===== src/cor_pkg.sv =====
// ----------------------------------------------------------------------------
// cor_pkg: shared types and helpers for the circle overlap resolver
// Payload structs, fixed widths of the datapath, and the output clamp.
// ----------------------------------------------------------------------------
package cor_pkg;

    localparam int POS_W         = 24;           // signed Q12.F position
    localparam int RAD_W         = 20;           // unsigned Q8.F radius
    localparam int RSUM_W        = RAD_W + 1;    // radius sum
    localparam int MAG_W         = RSUM_W;       // clipped |dx|, |dy|
    localparam int SQ_W          = 2 * MAG_W;    // squared distance, overlap case
    localparam int ROOT_W        = SQ_W / 2;     // floor(sqrt) width
    localparam int REM_W         = ROOT_W + 3;   // sqrt partial remainder
    localparam int QUO_W         = RAD_W;        // correction magnitude < rsum/2
    localparam int DEN_W         = ROOT_W + 1;   // 2 * dist
    localparam int NUM_W         = MAG_W + RSUM_W;
    localparam int DREM_W        = DEN_W + 1;    // divider partial remainder
    localparam int CORR_W        = QUO_W + 2;    // signed correction
    localparam int SUM_W         = POS_W + 2;    // position +/- correction
    localparam int MID_DEPTH_DEF = 4;

    typedef struct packed {
        logic signed [POS_W-1:0] first_x;
        logic signed [POS_W-1:0] first_y;
        logic        [RAD_W-1:0] first_radius;
        logic signed [POS_W-1:0] second_x;
        logic signed [POS_W-1:0] second_y;
        logic        [RAD_W-1:0] second_radius;
    } cor_in_t;

    typedef struct packed {
        logic signed [POS_W-1:0] new_first_x;
        logic signed [POS_W-1:0] new_first_y;
        logic signed [POS_W-1:0] new_second_x;
        logic signed [POS_W-1:0] new_second_y;
        logic                    overlapped;
        logic                    coincident;
    } cor_out_t;

    // Per-item data that rides along the back-end pipeline
    typedef struct packed {
        logic signed [POS_W-1:0]  fx;
        logic signed [POS_W-1:0]  fy;
        logic signed [POS_W-1:0]  sx;
        logic signed [POS_W-1:0]  sy;
        logic                     neg_x;
        logic                     neg_y;
        logic        [MAG_W-1:0]  mag_x;
        logic        [MAG_W-1:0]  mag_y;
        logic        [RSUM_W-1:0] rsum;
        logic                     overlap;
    } cor_carry_t;

    // Classified item handed from front to back
    typedef struct packed {
        cor_carry_t            carry;
        logic     [SQ_W-1:0]   dist_sq;
    } cor_mid_t;

    localparam logic signed [SUM_W-1:0] POS_MAX = SUM_W'(8388607);
    localparam logic signed [SUM_W-1:0] POS_MIN = -SUM_W'(8388608);

    function automatic logic signed [POS_W-1:0] sat_pos(input logic signed [SUM_W-1:0] v);
        logic signed [POS_W-1:0] r;
        if (v > POS_MAX)
        begin
            r = POS_MAX[POS_W-1:0];
        end
        else if (v < POS_MIN)
        begin
            r = POS_MIN[POS_W-1:0];
        end
        else
        begin
            r = v[POS_W-1:0];
        end
        return r;
    endfunction

endpackage


===== src/cor_front.sv =====
// ----------------------------------------------------------------------------
// cor_front: accept and classify
// Forms deltas and radius sum, squares them, and flags the overlap case.
// ----------------------------------------------------------------------------
module cor_front
    import cor_pkg::*;
(
    input  logic     clk,
    input  logic     rst_n,
    input  logic     push,
    input  cor_in_t  request,
    output logic     full,
    output logic     mid_push,
    output cor_mid_t mid_item,
    input  logic     mid_full
);

    logic                     en;
    logic                     s1_valid_reg;
    cor_carry_t               s1_reg;
    cor_carry_t               s1_next;
    logic                     s2_valid_reg;
    cor_carry_t               s2_reg;
    logic        [SQ_W-1:0]   s2_sqx_reg;
    logic        [SQ_W-1:0]   s2_sqy_reg;
    logic        [SQ_W-1:0]   s2_rsq_reg;
    logic signed [POS_W:0]    dx;
    logic signed [POS_W:0]    dy;
    logic        [POS_W:0]    adx;
    logic        [POS_W:0]    ady;
    logic        [SQ_W:0]     dist_sq;

    // whole front advances together unless the queue is full
    assign en   = !mid_full;
    assign full = !en;

    // stage 1: deltas, clipped magnitudes, radius sum
    always_comb
    begin
        dx  = (POS_W+1)'(request.second_x) - (POS_W+1)'(request.first_x);
        dy  = (POS_W+1)'(request.second_y) - (POS_W+1)'(request.first_y);
        adx = dx[POS_W] ? (POS_W+1)'(-dx) : (POS_W+1)'(dx);
        ady = dy[POS_W] ? (POS_W+1)'(-dy) : (POS_W+1)'(dy);
        s1_next.fx      = request.first_x;
        s1_next.fy      = request.first_y;
        s1_next.sx      = request.second_x;
        s1_next.sy      = request.second_y;
        s1_next.neg_x   = dx[POS_W];
        s1_next.neg_y   = dy[POS_W];
        // a magnitude past the radius-sum range can never overlap
        s1_next.mag_x   = (|adx[POS_W:MAG_W]) ? '1 : adx[MAG_W-1:0];
        s1_next.mag_y   = (|ady[POS_W:MAG_W]) ? '1 : ady[MAG_W-1:0];
        s1_next.rsum    = RSUM_W'(request.first_radius) + RSUM_W'(request.second_radius);
        s1_next.overlap = 1'b0;
    end

    always_ff @(posedge clk or negedge rst_n)
    begin
        if (!rst_n)
        begin
            s1_valid_reg <= 1'b0;
            s2_valid_reg <= 1'b0;
        end
        else if (en)
        begin
            s1_valid_reg <= push;
            s2_valid_reg <= s1_valid_reg;
        end
    end

    // stage 2: squares
    always_ff @(posedge clk)
    begin
        if (en)
        begin
            s1_reg     <= s1_next;
            s2_reg     <= s1_reg;
            s2_sqx_reg <= s1_reg.mag_x * s1_reg.mag_x;
            s2_sqy_reg <= s1_reg.mag_y * s1_reg.mag_y;
            s2_rsq_reg <= s1_reg.rsum * s1_reg.rsum;
        end
    end

    // sum and compare on the way into the queue
    always_comb
    begin
        dist_sq               = (SQ_W+1)'(s2_sqx_reg) + (SQ_W+1)'(s2_sqy_reg);
        mid_item.carry        = s2_reg;
        mid_item.carry.overlap = dist_sq < (SQ_W+1)'(s2_rsq_reg);
        mid_item.dist_sq      = dist_sq[SQ_W-1:0];
    end

    assign mid_push = s2_valid_reg && en;

endmodule


===== config.mk =====
export PLATFORM = sky130hd
export DESIGN_NAME = cor_front
export DESIGN_NICKNAME = d
export VERILOG_FILES = /design/src/cor_pkg.sv /design/src/cor_front.sv
export SDC_FILE = /design/constraint.sdc
export NUM_CORES = 2
export LEC_CHECK = 0
export CORE_UTILIZATION = 70
export CTS_BUF_LIST = sky130_fd_sc_hd__clkbuf_16
export CTS_CLUSTER_DIAMETER = 80
export CTS_CLUSTER_SIZE = 16
export DETAILED_ROUTE_END_ITERATION = 16
export DONT_BUFFER_PORTS = 1
export GPL_TIMING_DRIVEN = 0
export PLACE_DENSITY = 0.86
export SYNTH_ARGS = -nofsm -noshare
export SYNTH_HDL_FRONTEND = slang
export SYNTH_SLANG_ARGS = --single-unit
export TNS_END_PERCENT = 50

===== constraint.sdc =====
create_clock -name clk -period 17.8 [get_ports clk]
set_input_delay 0.89 -clock clk [delete_from_list [all_inputs] [get_ports clk]]
set_output_delay 0.89 -clock clk [all_outputs]
set_load 0.02 [all_outputs]

# After elaboration in Yosys (flattened, before gate mapping)
# Index checks and enable logic that the tools add are counted.
# classes
add_sub_neg	6
multipliers	3
magnitude_cmp	1
mux	2
reduce_logical	4
# op_table
operator	n
$mul 21x21->42	3
$mux 25	2
$neg 25->25	2
$sub 24x24->25	2
$add 42x42->43	1
$lt 43x42->1	1
$add 20x20->21	1
$reduce_or 4->1	2
$logic_and 1x1->1	1
$logic_not 1->1	1
# totals
reg_bits	450
input_bits	140
output_inout_bits	206
wordCells	39

# Depth between registers and ports, before layout
# depth
depth_word	4
depth_mapped	29
depth_no_buf	28

# Least setup slack after synthesis
# No wires, ideal clock.
# synth_timing
path_kind	input to register
startpoint	input mid_full
endpoint	register s2_reg, in the netlist mid_item[100] (enable)
setup_ps	787
arrival_ps	9393
required_ps	17013
slack_ps	7620
cell_stages	1
path_buffers	0
cell_sequence	inv_1
# synth_lines
element	line_no	text
start, declared	cor_front.sv:15	input logic mid_full
end signal, assigned	cor_front.sv:77	s2_reg <= s1_reg;
end, declared	cor_front.sv:23	cor_carry_t s2_reg;
# No word-level cell between the ends.

# Final worst setup path
# layout_timing
startpoint	register s1_reg[47] (netlist bit)
endpoint	register s2_sqx_reg[40], data pin
# layout_via
elab_chain_cells	1
# layout_lines
element	line_no	text
start, declared	cor_front.sv:20	cor_carry_t s1_reg;
start signal, assigned	cor_front.sv:76	s1_reg <= s1_next;
$mul 21x21->42	cor_front.sv:78	s2_sqx_reg <= s1_reg.mag_x * s1_reg.mag_x;
end signal, assigned	cor_front.sv:78	
end, declared	cor_front.sv:24	logic [SQ_W-1:0] s2_sqx_reg;
# No other way between the ends.
# A chain may end at the register's enable or synchronous reset.

==> qor_table.md <==
| Metric | This run |
| --- | --- |
| Number of pins with negative max-slew slack in the final report | 0 |
| Antenna viol nets, final | 0 |
| Launching instance or port of the critical path | s1_reg[47] |
| Async set or reset register ratio after synthesis | 0.450% |
| Clock insertion delay at the later pin of the skew report | 0.61 ns |
| Max cap viols | 0 |
| Number of vias per cell | 5.93 |
| Row cnt | 104 |
| Number of input and output port buffers inserted | 0 |
| Synthesis Warnings | 0 |
| Inserted Diodes | 0 |
| Number of iterations in the first detailed-routing pass | 6 |
| Biggest cell delay along the critical path | 0.65 ns |
| First-iteration detailed-routing DRC count | 3313 |
| Worst min-delay path category | in2reg |
| Final cell utilization of the core | 74.4% |
| CP required | 18.15 ns |
| Gate count after technology mapping | 5625 |
| Crit end category | flip-flop |
| H-tree depth | 2 |
| Wire length of the first global-routing pass | 222000 µm |
| Post-synthesis instance area | 0.0577 mm² |
| Total clock buffers created by CTS | 38 |
| Layout cells sized above 1 | 1.81% |
| Total global routing overflow | 0 |
| Largest clock skew in the final design | 0.0226 ns |
| Number of different library cells in the post-synthesis netlist | 80 |
| Antenna violations before repair | 0 |
| Maximum count of clock buffers along a single path | 3 |
| Commonest non-fill, non-tap cell in the layout | inv_1 |
| Routed WL per cell | 21.1 µm |
| Clock root buffer | clkbuf_16 |
| Final count of negative-setup-slack endpoints | 0 |
| Area of the core | 0.0811 mm² |
| Maximum clock rate | 107 MHz |
| Post-route DRC | 0 |
| Syn_nets | 7309 |
| Slack of the worst reg-to-reg path | 8.50 ns |
| Number of I/O pins | 346 |
| Measured slew at the worst slew-check pin | 1.22 ns |
| Arrival time at the worst endpoint | 9.65 ns |
| Total Nets Final | 7353 |
| Leading register cell type out of synthesis | edfxtp_1 |
| Ratio of final minimum period to clock period | 52.3% |
| Initial Utilization | 71.2% |
| Cell with the biggest individual delay on the critical path | o41ai_1 |
| Clock slew at reported path FFs | 0.07 ns |
| Family with the most delay on the worst path | adder cells |
| Number of clock sinks seen by CTS | 444 |
| Setup Buffers After CTS | 0 |
| TritonCTS clock tree | yes |
| Worst Hold Slack | 0.379 ns |
| Die Footprint | 0.0836 mm² |
| Total Wirelength | 142000 µm |
| Setup WS pre-CTS | 8.74 ns |
| Number of failing hold endpoints at the final stage | 0 |
| Critical-path maximum fanout | 10 |
| Least setup slack across all paths after layout | 8.50 ns |
| Worst Min Path Start | request[91] |
| Final setup TNS | 0 ns |
| Largest net degree at the start of global routing | 152 |
| Count of vias placed by the detailed router | 40000 |
| Most frequent cells in the layout | inv_1 (1388), fa_1 (934), ha_1 (610) |
| Status | finished clean |
| Number of global-route vias before repair | 42600 |
| Post-synthesis to final-layout area growth | 4.47% |
| Die outline height | 289 µm |
| Synthesized area divided by synthesized cell count | 10.3 µm² |
| Kind of start point of the critical path | flip-flop |
| Number of flops mapped to enable cells by yosys | 442 |
| Flip-flop and latch count after synthesis | 444 |
| Most frequent cell on the critical path | fa_1 |
| GRT Resource Usage Total | 35.0% |
| Die width | 289 µm |
| Unrepaired setup endpoints after global routing | false |
| Number of fill cells | 5329 |
| Worst rel slew slack | 17.5% |
| Crit path kind | reg2reg |
| DP Wirelength | 117000 µm |
| Buffers and inverters on the worst path | 7 |
| Proportion of synthesized chip area in sequential cells | 23.1% |
| Weighted congestion reported at the end of routability-driven placement | 1.02 |
| Final min period | 9.30 ns |
| Origin of the critical flop-to-flop path | s1_reg[47] |
repair_timing:
action,in CTS,in global routing
resized for setup,0,0
hold buffers,1,0
endpoints found under the hold margin,2,0
worst reg2reg max path, delay by kind of cell (launching register included):
kind                       cells  cell delay [ns]
AOI/OAI and AO/OA              9             2.54
xor gates and xnor gates       1             0.08
adders and majority gates      8             3.96
buffers and inverters          7             1.52
DFF                            1             0.61
and+or+nand+nor                2             0.36
through the flow:
step,area [µm²],std cells
2_1_floorplan,57700,5625
3_3_place_gp,59000,6685
3_5_place_dp,59100,6688
4_1_cts,60300,6742
5_1_grt,60300,6742
6_report,60300,6742
Yosys cell counts (4+ instances only):
| cell type | n | share of area (%) |
|---|---|---|
| clkbuf_1 | 140 | 0.91 |
| o31a_1 | 6 | 0.091 |
| nand4_1 | 19 | 0.21 |
| nor3_1 | 36 | 0.31 |
| a221oi_1 | 5 | 0.076 |
| buf_4 | 6 | 0.078 |
| xor2_1 | 90 | 1.4 |
| o41ai_1 | 9 | 0.14 |
| or2_2 | 16 | 0.17 |
| xnor2_1 | 157 | 2.4 |
| inv_1 | 1386 | 9.0 |
| o21bai_1 | 26 | 0.34 |
| and3_1 | 26 | 0.28 |
| o2111ai_1 | 7 | 0.11 |
| a21oi_1 | 203 | 1.8 |
| ha_1 | 610 | 13 |
| a311oi_1 | 7 | 0.11 |
| mux2_2 | 7 | 0.14 |
| a21boi_0 | 11 | 0.14 |
| o311ai_0 | 5 | 0.076 |
| o31ai_1 | 6 | 0.078 |
| and2_1 | 255 | 2.8 |
| nor2_1 | 181 | 1.2 |
| a21o_1 | 102 | 1.3 |
| o211ai_1 | 16 | 0.21 |
| nand2_1 | 470 | 3.1 |
| nand2b_1 | 30 | 0.33 |
| or3_1 | 14 | 0.15 |
| fa_1 | 934 | 32 |
| a211o_1 | 11 | 0.17 |
| nor2b_1 | 39 | 0.42 |
| o221ai_1 | 7 | 0.11 |
| a31oi_1 | 17 | 0.18 |
| a41oi_1 | 5 | 0.076 |
| nor4_1 | 6 | 0.065 |
| a2111oi_0 | 4 | 0.061 |
| a311o_1 | 4 | 0.069 |
| a211oi_1 | 24 | 0.31 |
| edfxtp_1 | 442 | 23 |
| nand3_1 | 64 | 0.56 |
| o21ai_1 | 7 | 0.061 |
| o21a_1 | 29 | 0.38 |
| o21ai_0 | 126 | 1.1 |
final timing paths:
path                                  endpoint  depth (start not counted)
worst max-delay path            s2_sqx_reg[40]                         27
worst min-delay path               s1_reg[117]                          0
worst max register to register  s2_sqx_reg[40]                         27
worst min register to register   mid_item[110]                          0
max in group asynchronous         s2_valid_reg                          1
min in group asynchronous         s1_valid_reg                          1
layout make-up:
class | instances | area, µm² | share of cell area, %
repair buffers | 4 | 92.6 | 0.154
plain buffers | 149 | 586 | 0.971
clock inverters | 14 | 170 | 0.282
clock buffers | 39 | 976 | 1.62
inverters | 1386 | 5210 | 8.64
flip-flops and latches | 444 | 13300 | 22.1
multi-input cells | 3646 | 38600 | 64.0
well taps | 1060 | 1330 | 2.20
kinds of logic (layout without fill, tap and decap cells):
| kind of cell | after synthesis | after routing | synth area share (%) |
|---|---|---|---|
| AOI/OAI and AO/OA | 668 | 668 | 7.51 |
| buffers and inverters | 1535 | 1592 | 10.0 |
| xor gates and xnor gates | 248 | 248 | 3.78 |
| and+or+nand+nor | 1177 | 1177 | 9.81 |
| muxes | 9 | 9 | 0.171 |
| adders and majority gates | 1544 | 1544 | 45.6 |
| DFF | 444 | 444 | 23.1 |
per-layer routing:
layer,vias up,global-route usage (%),share of wire [%]
met4,0,18.7,6.4
met3,476,9.61,11
met5,-,0,0
met2,2036,56.6,47
li1,17800,-,-
met1,19700,43.0,36
Power is not shown: default switching activity piles up to over one toggle a cycle in this logic, so the estimate is an artifact.
