[config.mk]
export PLATFORM = sky130hd
export DESIGN_NAME = cor_queue
export DESIGN_NICKNAME = d
export VERILOG_FILES = /design/src/cor_pkg.sv /design/src/cor_queue.sv
export SDC_FILE = /design/constraint.sdc
export NUM_CORES = 1
export LEC_CHECK = 0
export BUFFER_PORTS_ARGS = -buffer_cell sky130_fd_sc_hd__buf_4
export CAP_MARGIN = 20
export CORE_ASPECT_RATIO = 0.9
export CORE_MARGIN = 2
export CORE_UTILIZATION = 51
export DETAILED_ROUTE_END_ITERATION = 12
export GPL_TIMING_DRIVEN = 0
export PLACE_DENSITY = 0.81
export SLEW_MARGIN = 30
export SYNTH_ARGS = -nofsm -noshare
export SYNTH_HDL_FRONTEND = slang
export SYNTH_SLANG_ARGS = --single-unit
[constraint.sdc]
create_clock -name clk -period 9.9 [get_ports clk]
set_input_delay 1.98 -clock clk [delete_from_list [all_inputs] [get_ports clk]]
set_output_delay 1.98 -clock clk [all_outputs]
set_load 0.05 [all_outputs]
[src/cor_pkg.sv]
// ----------------------------------------------------------------------------
// cor_pkg: shared types and helpers for the circle overlap resolver
// Payload structs, fixed widths of the datapath, and the output clamp.
// ----------------------------------------------------------------------------
package cor_pkg;

    localparam int POS_W         = 24;           // signed Q12.F position
    localparam int RAD_W         = 20;           // unsigned Q8.F radius
    localparam int RSUM_W        = RAD_W + 1;    // radius sum
    localparam int MAG_W         = RSUM_W;       // clipped |dx|, |dy|
    localparam int SQ_W          = 2 * MAG_W;    // squared distance, overlap case
    localparam int ROOT_W        = SQ_W / 2;     // floor(sqrt) width
    localparam int REM_W         = ROOT_W + 3;   // sqrt partial remainder
    localparam int QUO_W         = RAD_W;        // correction magnitude < rsum/2
    localparam int DEN_W         = ROOT_W + 1;   // 2 * dist
    localparam int NUM_W         = MAG_W + RSUM_W;
    localparam int DREM_W        = DEN_W + 1;    // divider partial remainder
    localparam int CORR_W        = QUO_W + 2;    // signed correction
    localparam int SUM_W         = POS_W + 2;    // position +/- correction
    localparam int MID_DEPTH_DEF = 4;

    typedef struct packed {
        logic signed [POS_W-1:0] first_x;
        logic signed [POS_W-1:0] first_y;
        logic        [RAD_W-1:0] first_radius;
        logic signed [POS_W-1:0] second_x;
        logic signed [POS_W-1:0] second_y;
        logic        [RAD_W-1:0] second_radius;
    } cor_in_t;

    typedef struct packed {
        logic signed [POS_W-1:0] new_first_x;
        logic signed [POS_W-1:0] new_first_y;
        logic signed [POS_W-1:0] new_second_x;
        logic signed [POS_W-1:0] new_second_y;
        logic                    overlapped;
        logic                    coincident;
    } cor_out_t;

    // Per-item data that rides along the back-end pipeline
    typedef struct packed {
        logic signed [POS_W-1:0]  fx;
        logic signed [POS_W-1:0]  fy;
        logic signed [POS_W-1:0]  sx;
        logic signed [POS_W-1:0]  sy;
        logic                     neg_x;
        logic                     neg_y;
        logic        [MAG_W-1:0]  mag_x;
        logic        [MAG_W-1:0]  mag_y;
        logic        [RSUM_W-1:0] rsum;
        logic                     overlap;
    } cor_carry_t;

    // Classified item handed from front to back
    typedef struct packed {
        cor_carry_t            carry;
        logic     [SQ_W-1:0]   dist_sq;
    } cor_mid_t;

    localparam logic signed [SUM_W-1:0] POS_MAX = SUM_W'(8388607);
    localparam logic signed [SUM_W-1:0] POS_MIN = -SUM_W'(8388608);

    function automatic logic signed [POS_W-1:0] sat_pos(input logic signed [SUM_W-1:0] v);
        logic signed [POS_W-1:0] r;
        if (v > POS_MAX)
        begin
            r = POS_MAX[POS_W-1:0];
        end
        else if (v < POS_MIN)
        begin
            r = POS_MIN[POS_W-1:0];
        end
        else
        begin
            r = v[POS_W-1:0];
        end
        return r;
    endfunction

endpackage

[src/cor_queue.sv]
// ----------------------------------------------------------------------------
// cor_queue: short queue between front and back
// Register-based circular buffer of classified items.
// ----------------------------------------------------------------------------
module cor_queue
    import cor_pkg::*;
#(
    parameter int DEPTH = MID_DEPTH_DEF
)
(
    input  logic     clk,
    input  logic     rst_n,
    input  logic     wr_en,
    input  cor_mid_t wr_item,
    output logic     full,
    input  logic     rd_en,
    output cor_mid_t rd_item,
    output logic     empty
);

    localparam int PTR_W = (DEPTH > 1) ? $clog2(DEPTH) : 1;
    localparam int CNT_W = $clog2(DEPTH + 1);

    cor_mid_t               mem_reg [DEPTH];
    logic     [PTR_W-1:0]   wr_ptr_reg;
    logic     [PTR_W-1:0]   rd_ptr_reg;
    logic     [CNT_W-1:0]   cnt_reg;
    logic     [CNT_W-1:0]   cnt_next;
    logic                   do_wr;
    logic                   do_rd;

    assign full    = (cnt_reg == CNT_W'(DEPTH));
    assign empty   = (cnt_reg == '0);
    assign do_wr   = wr_en && !full;
    assign do_rd   = rd_en && !empty;
    assign rd_item = mem_reg[rd_ptr_reg];

    always_comb
    begin
        cnt_next = cnt_reg;
        if (do_wr && !do_rd)
        begin
            cnt_next = cnt_reg + 1'b1;
        end
        else if (do_rd && !do_wr)
        begin
            cnt_next = cnt_reg - 1'b1;
        end
    end

    // pointers and fill count
    always_ff @(posedge clk or negedge rst_n)
    begin
        if (!rst_n)
        begin
            wr_ptr_reg <= '0;
            rd_ptr_reg <= '0;
            cnt_reg    <= '0;
        end
        else
        begin
            cnt_reg <= cnt_next;
            if (do_wr)
            begin
                wr_ptr_reg <= (wr_ptr_reg == PTR_W'(DEPTH - 1)) ? '0 : wr_ptr_reg + 1'b1;
            end
            if (do_rd)
            begin
                rd_ptr_reg <= (rd_ptr_reg == PTR_W'(DEPTH - 1)) ? '0 : rd_ptr_reg + 1'b1;
            end
        end
    end

    // storage
    always_ff @(posedge clk)
    begin
        if (do_wr)
        begin
            mem_reg[wr_ptr_reg] <= wr_item;
        end
    end

endmodule

After elaboration in Yosys (flattened, before gate mapping)
Memories as Yosys holds them, arrays and structs flattened.
Cells that the tools add are included.
- word-level logic and storage cells: 27
- memories: 1
- input port bits: 208
- register bits after elaboration: 7
- memory bits (writable): 816
- output and inout bits: 206
- $add $sub $neg: 4
- reduce and logical (&&, ||, !) cells: 10
- equal/unequal tests: 3
- muxes and demuxes: 6
- memories (memory ; words ; bits a word ; rd ports ; clocked after memory_dff ; wr ports ; RTL line ; RTL):
    mem_reg ; 4 ; 204 ; 1 ; 0 ; 1 ; cor_queue.sv:24 ; cor_mid_t mem_reg [DEPTH];
- operators with widths (kind ; count):
    $mux W3 ; 2
    $add A2 B1 Y2 const B ; 2
    $eq A2 B2 Y1 const B ; 2
    $logic_and A1 B1 Y1 ; 4
    $logic_not A1 Y1 ; 4
    $mux W2 ; 2
    $add A3 B1 Y3 const B ; 1
    $eq A3 B3 Y1 const B ; 1
    $logic_not A3 Y1 ; 1
    $sub A3 B1 Y3 const B ; 1
    $mux W1 ; 2
    $reduce_bool A2 Y1 ; 1

Depth between registers and ports, before layout
Gate-level depths: netlist of run 1.
- depth after elaboration: 7
- gate-level depth with buffers: 8
- gate-level depth less buffers: 8

Worst setup path after synthesis of run 1
No wires, ideal clock.
- path type: input-to-reg
- start: input port wr_en
- end: memory mem_reg[3][0] (netlist bit) (enable)
- library setup time: 0.776 ns
- required time: 9.124 ns
- buffers on the path: 0
- arrival time: 10.568 ns
- stages on the path: 2
- slack: -1.445 ns
- cells stage by stage: nand2_1 > nor2_1
- word-level cells in the longest chain between the ends: 3
- RTL lines (item ; RTL line ; RTL):
    start: declaration ; cor_queue.sv:13 ; input logic wr_en,
    $logic_and A1 B1 Y1 ; cor_queue.sv:34 ; assign do_wr = wr_en && !full;
    $mux W1 ; cor_queue.sv:77 ; if (do_wr)
    $mux W1 (implied by the code) ; cor_queue.sv:79 ; mem_reg[wr_ptr_reg] <= wr_item;
    end: declaration ; cor_queue.sv:24 ;
No other way between the ends.

==> results.txt, run 1 <==
FF-to-FF Start: wr_ptr_reg[0]$_DFFE_PN0P_
Clock Path Buffers: 3
Fin area: 37200 um2
DR WL/cell: 25.5 um
Global route total overflow: 0
Max reg flops: 816
Synth cell types: 20
Nets: 1840
Drt total wl: 62700 um
Arrival time at the worst endpoint: 2720 ps
# Max-Cap Violations: 0
Clock Sink Count: 823
Final ANT Viol Nets: 0
Die area: 60500 um2
Peak Freq: 213 MHz
Number of global-route vias before repair: 14600
Synth Area per Inst: 27.1 um2
Slew Limit Fails: 0
Pleak: 12.7 nW
Post-Place Cell Area: 34600 um2
Register area share after synthesis: 82.7%
Slew HR: 41.2%
Fin. Hold Viols: 0
Clk root buf: clkbuf_16
Port Buf Inserts: 413
HP Class: reg -> reg
GP Congestion: 0.743
Maximum VDD drop: 251 uV
I/O Pins: 414
Die span in x: 259 um
Worst-Skew Late Latency: 610 ps
Hold Path End: cnt_reg[2]$_DFFE_PN0P_
Fin crit share: 47.5%
Starting Density: 51.4%
Crit. End Element: output pin
Number of setup buffers added after CTS: 0
Vias per cell: 5.55
Largest net degree at the start of global routing: 43
Crit Path Class: reg -> out
YS warnings: 0
Minimum period implied by the final worst setup slack: 4700 ps
Worst slew pin tran: 882 ps
DRC Markers: 0
H-Tree Depth: 3
Rows: 84
Initial antenna violation count: 6
Layout area overhead: 24.6%
Critical path data required time: 7920 ps
Hold Crit Start: cnt_reg[2]$_DFFE_PN0P_
CTS tree: done
First-pass GRT wire length: 91200 um
Synth Cell Area: 29900 um2
Starting DRT DRC Count: 1033
Worst r2r dst: mem_reg[3][119]$_DFFE_PP_
Hold-critical path depth: 1
#FFs+latches synth: 823
Mapped Nets: 1318
# fillers: 3652
Share of cells above drive strength 1: 47.7%
CTS Hold Bufs: 0
FF-to-FF setup slack: 7350 ps
Outcome: complete, no violations
Total iterations of the first detailed-routing run: 5
Worst Reg-to-Reg Cells: 8
Num CTS Buffers: 80
All-layer global routing usage: 20.7%
Via count: 13700
CP Max Fanout: 10
Setup repair after global routing missed its margin: no
Post-DP HPWL: 39900 um
Worst Clk Skew: 24.6 ps
Setup TNS: 0 ps
Cell count after synthesis: 1103
Total power: 13.2 mW
Pwr dens: 354 nW/um2
CP Launch Type: flop
Post-CTS sizing: 0
Worst-path clk slew: 60 ps
Core area: 58100 um2
Final setup vio count: 0
Chip height: 234 um
kinds of logic after synthesis:
group                    share of synthesized area [%]
XOR/XNOR                                        0.0880
adder cells (fa/ha/maj)                          0.318
AND/OR/NAND/NOR                                  0.210
buffers and inverters                             1.14
multiplexers                                      15.5
flip-flops                                        82.7
AO/OA/AOI/OAI                                   0.0503
through the flow:
| step | hold slack, ps | cells | utilization (%) | setup WS, ps |
|---|---|---|---|---|
| final | 547 | 2463 | 64.0 | 5200 |
| after global routing | 570 | 2462 | 64.0 | 5070 |
| after CTS | 541 | 2461 | 64.0 | 5100 |
| after detailed placement | 523 | 2317 | 59.6 | 5740 |
| after global placement | 498 | 2290 | 58.4 | -2100 |
| after floorplan | 477 | 1103 | - | 2110 |
cells in the mapped netlist:
| library cell | number | area (um2) |
|---|---|---|
| dfrtp_1 | 7 | 175 |
| edfxtp_1 | 816 | 24500 |
| inv_1 | 3 | 11.3 |
| xnor2_1 | 1 | 8.76 |
| nor3b_2 | 1 | 12.5 |
| ha_1 | 6 | 75.1 |
| a21o_1 | 1 | 7.51 |
| fa_1 | 1 | 20.0 |
| o31ai_1 | 1 | 7.51 |
| nand2_1 | 1 | 3.75 |
| nor3_1 | 2 | 10.0 |
| buf_2 | 23 | 115 |
| buf_6 | 17 | 191 |
| xor2_1 | 2 | 17.5 |
| mux2_2 | 4 | 45.0 |
| mux4_2 | 204 | 4590 |
| and2_1 | 3 | 18.8 |
| nor2b_1 | 1 | 6.26 |
| nor2_1 | 3 | 11.3 |
| clkbuf_1 | 6 | 22.5 |
cell usage in the layout (no fill, tap or decap), types with 2 or more instances in the layout:
cell        count
buf_2          23
inv_1           3
bufinv_16       9
clkbuf_16      80
clkinvlp_4      4
nor2_1          2
mux2_2          4
clkinv_4        3
buf_6          17
mux4_2        204
ha_1            6
buf_16         22
clkinv_2        9
inv_6           4
dfrtp_1         7
xor2_1          2
nor3_1          2
buf_12          5
and2_4          3
buf_4         413
edfxtp_1      816
diode_2         2
clkinv_1       12
clkbuf_1       26
routing by layer:
| metal | share of wire, % | track usage [%] |
|---|---|---|
| met1 | 37 | 26.0 |
| met2 | 51 | 34.1 |
| met3 | 9.3 | 7.04 |
| met4 | 2.6 | 6.76 |
| met5 | 0.092 | 0 |
area by class of cell:
type	count	area [um2]	area share [%]
flip-flops and latches	823	24700	66.3
multi-input cells	231	4850	13.0
repair buffers	440	3810	10.2
clock buffers	102	2090	5.63
well taps	774	968	2.60
clock inverters	42	468	1.26
plain buffers	46	330	0.888
inverters	3	11.3	0.0303
diodes	2	5.00	0.0134
worst max path at each step:
stage / startpoint / end / slack (ps) / cells after the start
floorplan: wr_en / mem_reg[3][0]$_DFFE_PP_ / 2110 / 2
global placement: wr_en / mem_reg[3][133]$_DFFE_PP_ / -2100 / 3
detailed placement: rd_ptr_reg[1]$_DFFE_PN0P_ / rd_item[40] / 5740 / 5
CTS: rd_ptr_reg[1]$_DFFE_PN0P_ / rd_item[40] / 5100 / 5
global route: rd_ptr_reg[1]$_DFFE_PN0P_ / rd_item[42] / 5070 / 5
finish: rd_ptr_reg[1]$_DFFE_PN0P_ / rd_item[95] / 5200 / 5
power breakdown:
part	internal, mW	total, mW	leakage [nW]	switching [mW]
sequential	4.59	4.74	7.56	0.159
clock	1.74	2.97	1.24	1.23
combinational	1.88	5.45	3.89	3.57
worst max-delay path, stage by stage, from the launching register on:
cell,delay (ps)
dfrtp_1,350
buf_2,240
clkbuf_2,480
buf_2,410
mux4_2,400
buf_4,220
Note: power is estimated with default switching activity, not from simulation.
==> run 2, diff against run 1 <==
--- a/config.mk
+++ b/config.mk
@@ -5,14 +5,15 @@
 export SDC_FILE = /design/constraint.sdc
 export NUM_CORES = 1
 export LEC_CHECK = 0
+export ABC_AREA = 1
 export BUFFER_PORTS_ARGS = -buffer_cell sky130_fd_sc_hd__buf_4
 export CAP_MARGIN = 20
 export CORE_ASPECT_RATIO = 0.9
 export CORE_MARGIN = 2
-export CORE_UTILIZATION = 51
+export CORE_UTILIZATION = 52
 export DETAILED_ROUTE_END_ITERATION = 12
 export GPL_TIMING_DRIVEN = 0
-export PLACE_DENSITY = 0.81
+export PLACE_DENSITY = 0.82
 export SLEW_MARGIN = 30
 export SYNTH_ARGS = -nofsm -noshare
 export SYNTH_HDL_FRONTEND = slang
==> constraint.sdc (replaced) <==
create_clock -name clk -period 3.8 [get_ports clk]
set_input_delay 0.76 -clock clk [delete_from_list [all_inputs] [get_ports clk]]
set_output_delay 0.76 -clock clk [all_outputs]
set_load 0.05 [all_outputs]
==> run 2 against run 1 <==
Global-route usage grew 5.3 points. Wire length is 38% higher. Combinational power grew to 3.4 times the previous value.
==> results.txt, run 2 <==
Outcome: complete, no violations
Setup TNS: 0 ps
Layout area overhead: 24.6%
I/O Pins: 414
Initial antenna violation count: 14
Clock Sink Count: 823
Chip height: 243 um
Port Buf Inserts: 413
CP peak stage delay: 440 ps
Worst-path cell chain: buf_4 -> buf_2 -> buf_2 -> o211ai_1 -> nand2_1 -> buf_4
Synth cell types: 18
Slew HR: 58.2%
Minimum period implied by the final worst setup slack: 3420 ps
CP max stage cell: buf_2
Commonest non-fill, non-tap cell in the layout: edfxtp_1
Arrival time at the worst endpoint: 2660 ps
Worst slew pin tran: 627 ps
Slew Limit Fails: 0
Number of synthesized flops with an enable pin: 816
Number of global-route vias before repair: 22000
YS warnings: 0
Rows: 87
FF-to-FF setup slack: 820 ps
CP Max Fanout: 10
Commonest cells in the netlist: 816 x edfxtp_1, 627 x nand2_1, 423 x inv_1
Synth Cell Area: 33100 um2
Vias per cell: 5.52
CTS Hold Bufs: 1
#FFs+latches synth: 823
Final Core Density: 65.7%
Top Family by Delay on Critical Path: buffers and inverters
Fin. Hold Viols: 0
Hold Crit Start: wr_item[7]
Die area: 65800 um2
Crit Path Class: reg -> out
Register area share after synthesis: 74.5%
Area contributors post-synth: edfxtp_1 74%, nand2_1 7.1%, o211ai_1 7.0%, inv_1 4.8%, o211ai_2 3.8%
Most frequent cells in the layout: 816 x edfxtp_1, 626 x nand2_1, 426 x buf_4
Mapped Nets: 2656
Num CTS Buffers: 82
FF-to-FF Start: cnt_reg[0]$_DFFE_PN0P_
First-pass GRT wire length: 130000 um
Worst Slack Setup Final: 383 ps
Cell count after synthesis: 2441
DR WL/cell: 22.2 um
Post-Place Cell Area: 38700 um2
Primary FF master, synth: edfxtp_1
Total iterations of the first detailed-routing run: 5
Maximum VDD drop: 974 uV
GP Congestion: 0.817
CP Launch Type: flop
CTS tree: done
Post-CTS sizing: 0
Fin area: 41300 um2
All-layer global routing usage: 26.0%
Pwr dens: 939 nW/um2
Via count: 21600
Pre-CTS setup slack: 796 ps
Launch point of the worst path: rd_ptr_reg[1]$_DFFE_PN0P_
Setup repair after global routing missed its margin: no
Peak Freq: 293 MHz
Drt total wl: 86500 um
Starting DRT DRC Count: 1930
Worst Clk Skew: 23.0 ps
Synth Area per Inst: 13.6 um2
Worst-path clk slew: 60 ps
Critical path data required time: 3040 ps
Clk root buf: clkbuf_16
Core area: 62800 um2
HP Class: in -> reg
Area leader, netlist: edfxtp_1
Crit. End Element: output pin
Share of cells above drive strength 1: 26.2%
Die span in x: 270 um
Fin crit share: 89.9%
Worst-Skew Late Latency: 630 ps
Clock Path Buffers: 3
Post-synth ARST share: 0.851%
Starting Density: 52.8%
Global route total overflow: 0
Synth top area share: 73.9%
H-Tree Depth: 3
Final ANT Viol Nets: 0
CP bufs+invs: 4
Final setup vio count: 0
Number of setup buffers added after CTS: 0
Post-DP HPWL: 58300 um
Pleak: 16.6 nW
# Max-Cap Violations: 0
Count leader, synth: edfxtp_1
Nets: 3205
Max reg flops: 816
Largest net degree at the start of global routing: 21
DRC Markers: 0
==> run 2: cell count changes in the layout (fill, tap and decap cells not counted), moves of 5 or more <==
cell      change
buf_16       +27
nand2_1     +625
inv_1       +420
buf_2        +74
buf_4        +13
buf_12        -5
clkbuf_1      +6
nand3_1       +7
mux4_2      -204
clkinv_1      +8
o211ai_1    +308
o211ai_2    +100
==> run 2: final cells by class <==
cell class / count / area, um2
Clock buffer: 103 / 2170
Clock inverter: 43 / 365
Buffer: 136 / 778
Multi-Input combinational cell: 1058 / 6140
Fill cell: 4109 / 21500
Tap cell: 845 / 1060
Inverter: 424 / 1590
Antenna cell: 6 / 15.0
Sequential cell: 823 / 24700
Timing Repair Buffer: 465 / 4490
==> run 2: kinds of logic (layout without fill, tap and decap cells) <==
kind of cell	Yosys count	count (layout)	share of synthesized area (%)
adders and majority gates	7	7	0.287
AOI/OAI and AO/OA	409	409	10.8
and+or+nand+nor	641	641	7.29
xor gates and xnor gates	1	1	0.0264
DFF	823	823	74.5
buffers and inverters	560	1171	7.15
other	0	6	0
==> run 2: through the flow <==
step,power (mW),instances,hold slack (ps)
floorplan,24.3,2441,463
global placement,30.1,3699,486
detailed placement,31.1,3750,518
CTS,38.9,3897,290
global route,40.2,3899,306
finish,38.8,3903,325
==> run 2: where the power goes <==
group	internal (mW)	switching, mW	total (mW)
logic	5.36	13.4	18.7
registers	11.9	0.451	12.3
clock network	4.40	3.33	7.72
==> run 2: final timing paths <==
kind | cells past startpoint | end
setup / recovery | 6 | rd_item[132]
hold / removal | 1 | mem_reg[0][7]$_DFFE_PP_
setup reg to reg | 10 | mem_reg[1][118]$_DFFE_PP_
hold reg to reg | 2 | cnt_reg[2]$_DFFE_PN0P_
max in group asynchronous | 2 | wr_ptr_reg[0]$_DFFE_PN0P_
min in group asynchronous | 2 | rd_ptr_reg[1]$_DFFE_PN0P_
==> run 2: routing by layer <==
layer / share of wire (%) / routed length, um / global-route usage [%]
met5: 0.11 / 99 / 0
met4: 3.1 / 2650 / 9.20
met3: 10 / 8790 / 7.82
met1: 36 / 31400 / 31.3
met2: 50 / 43600 / 44.4
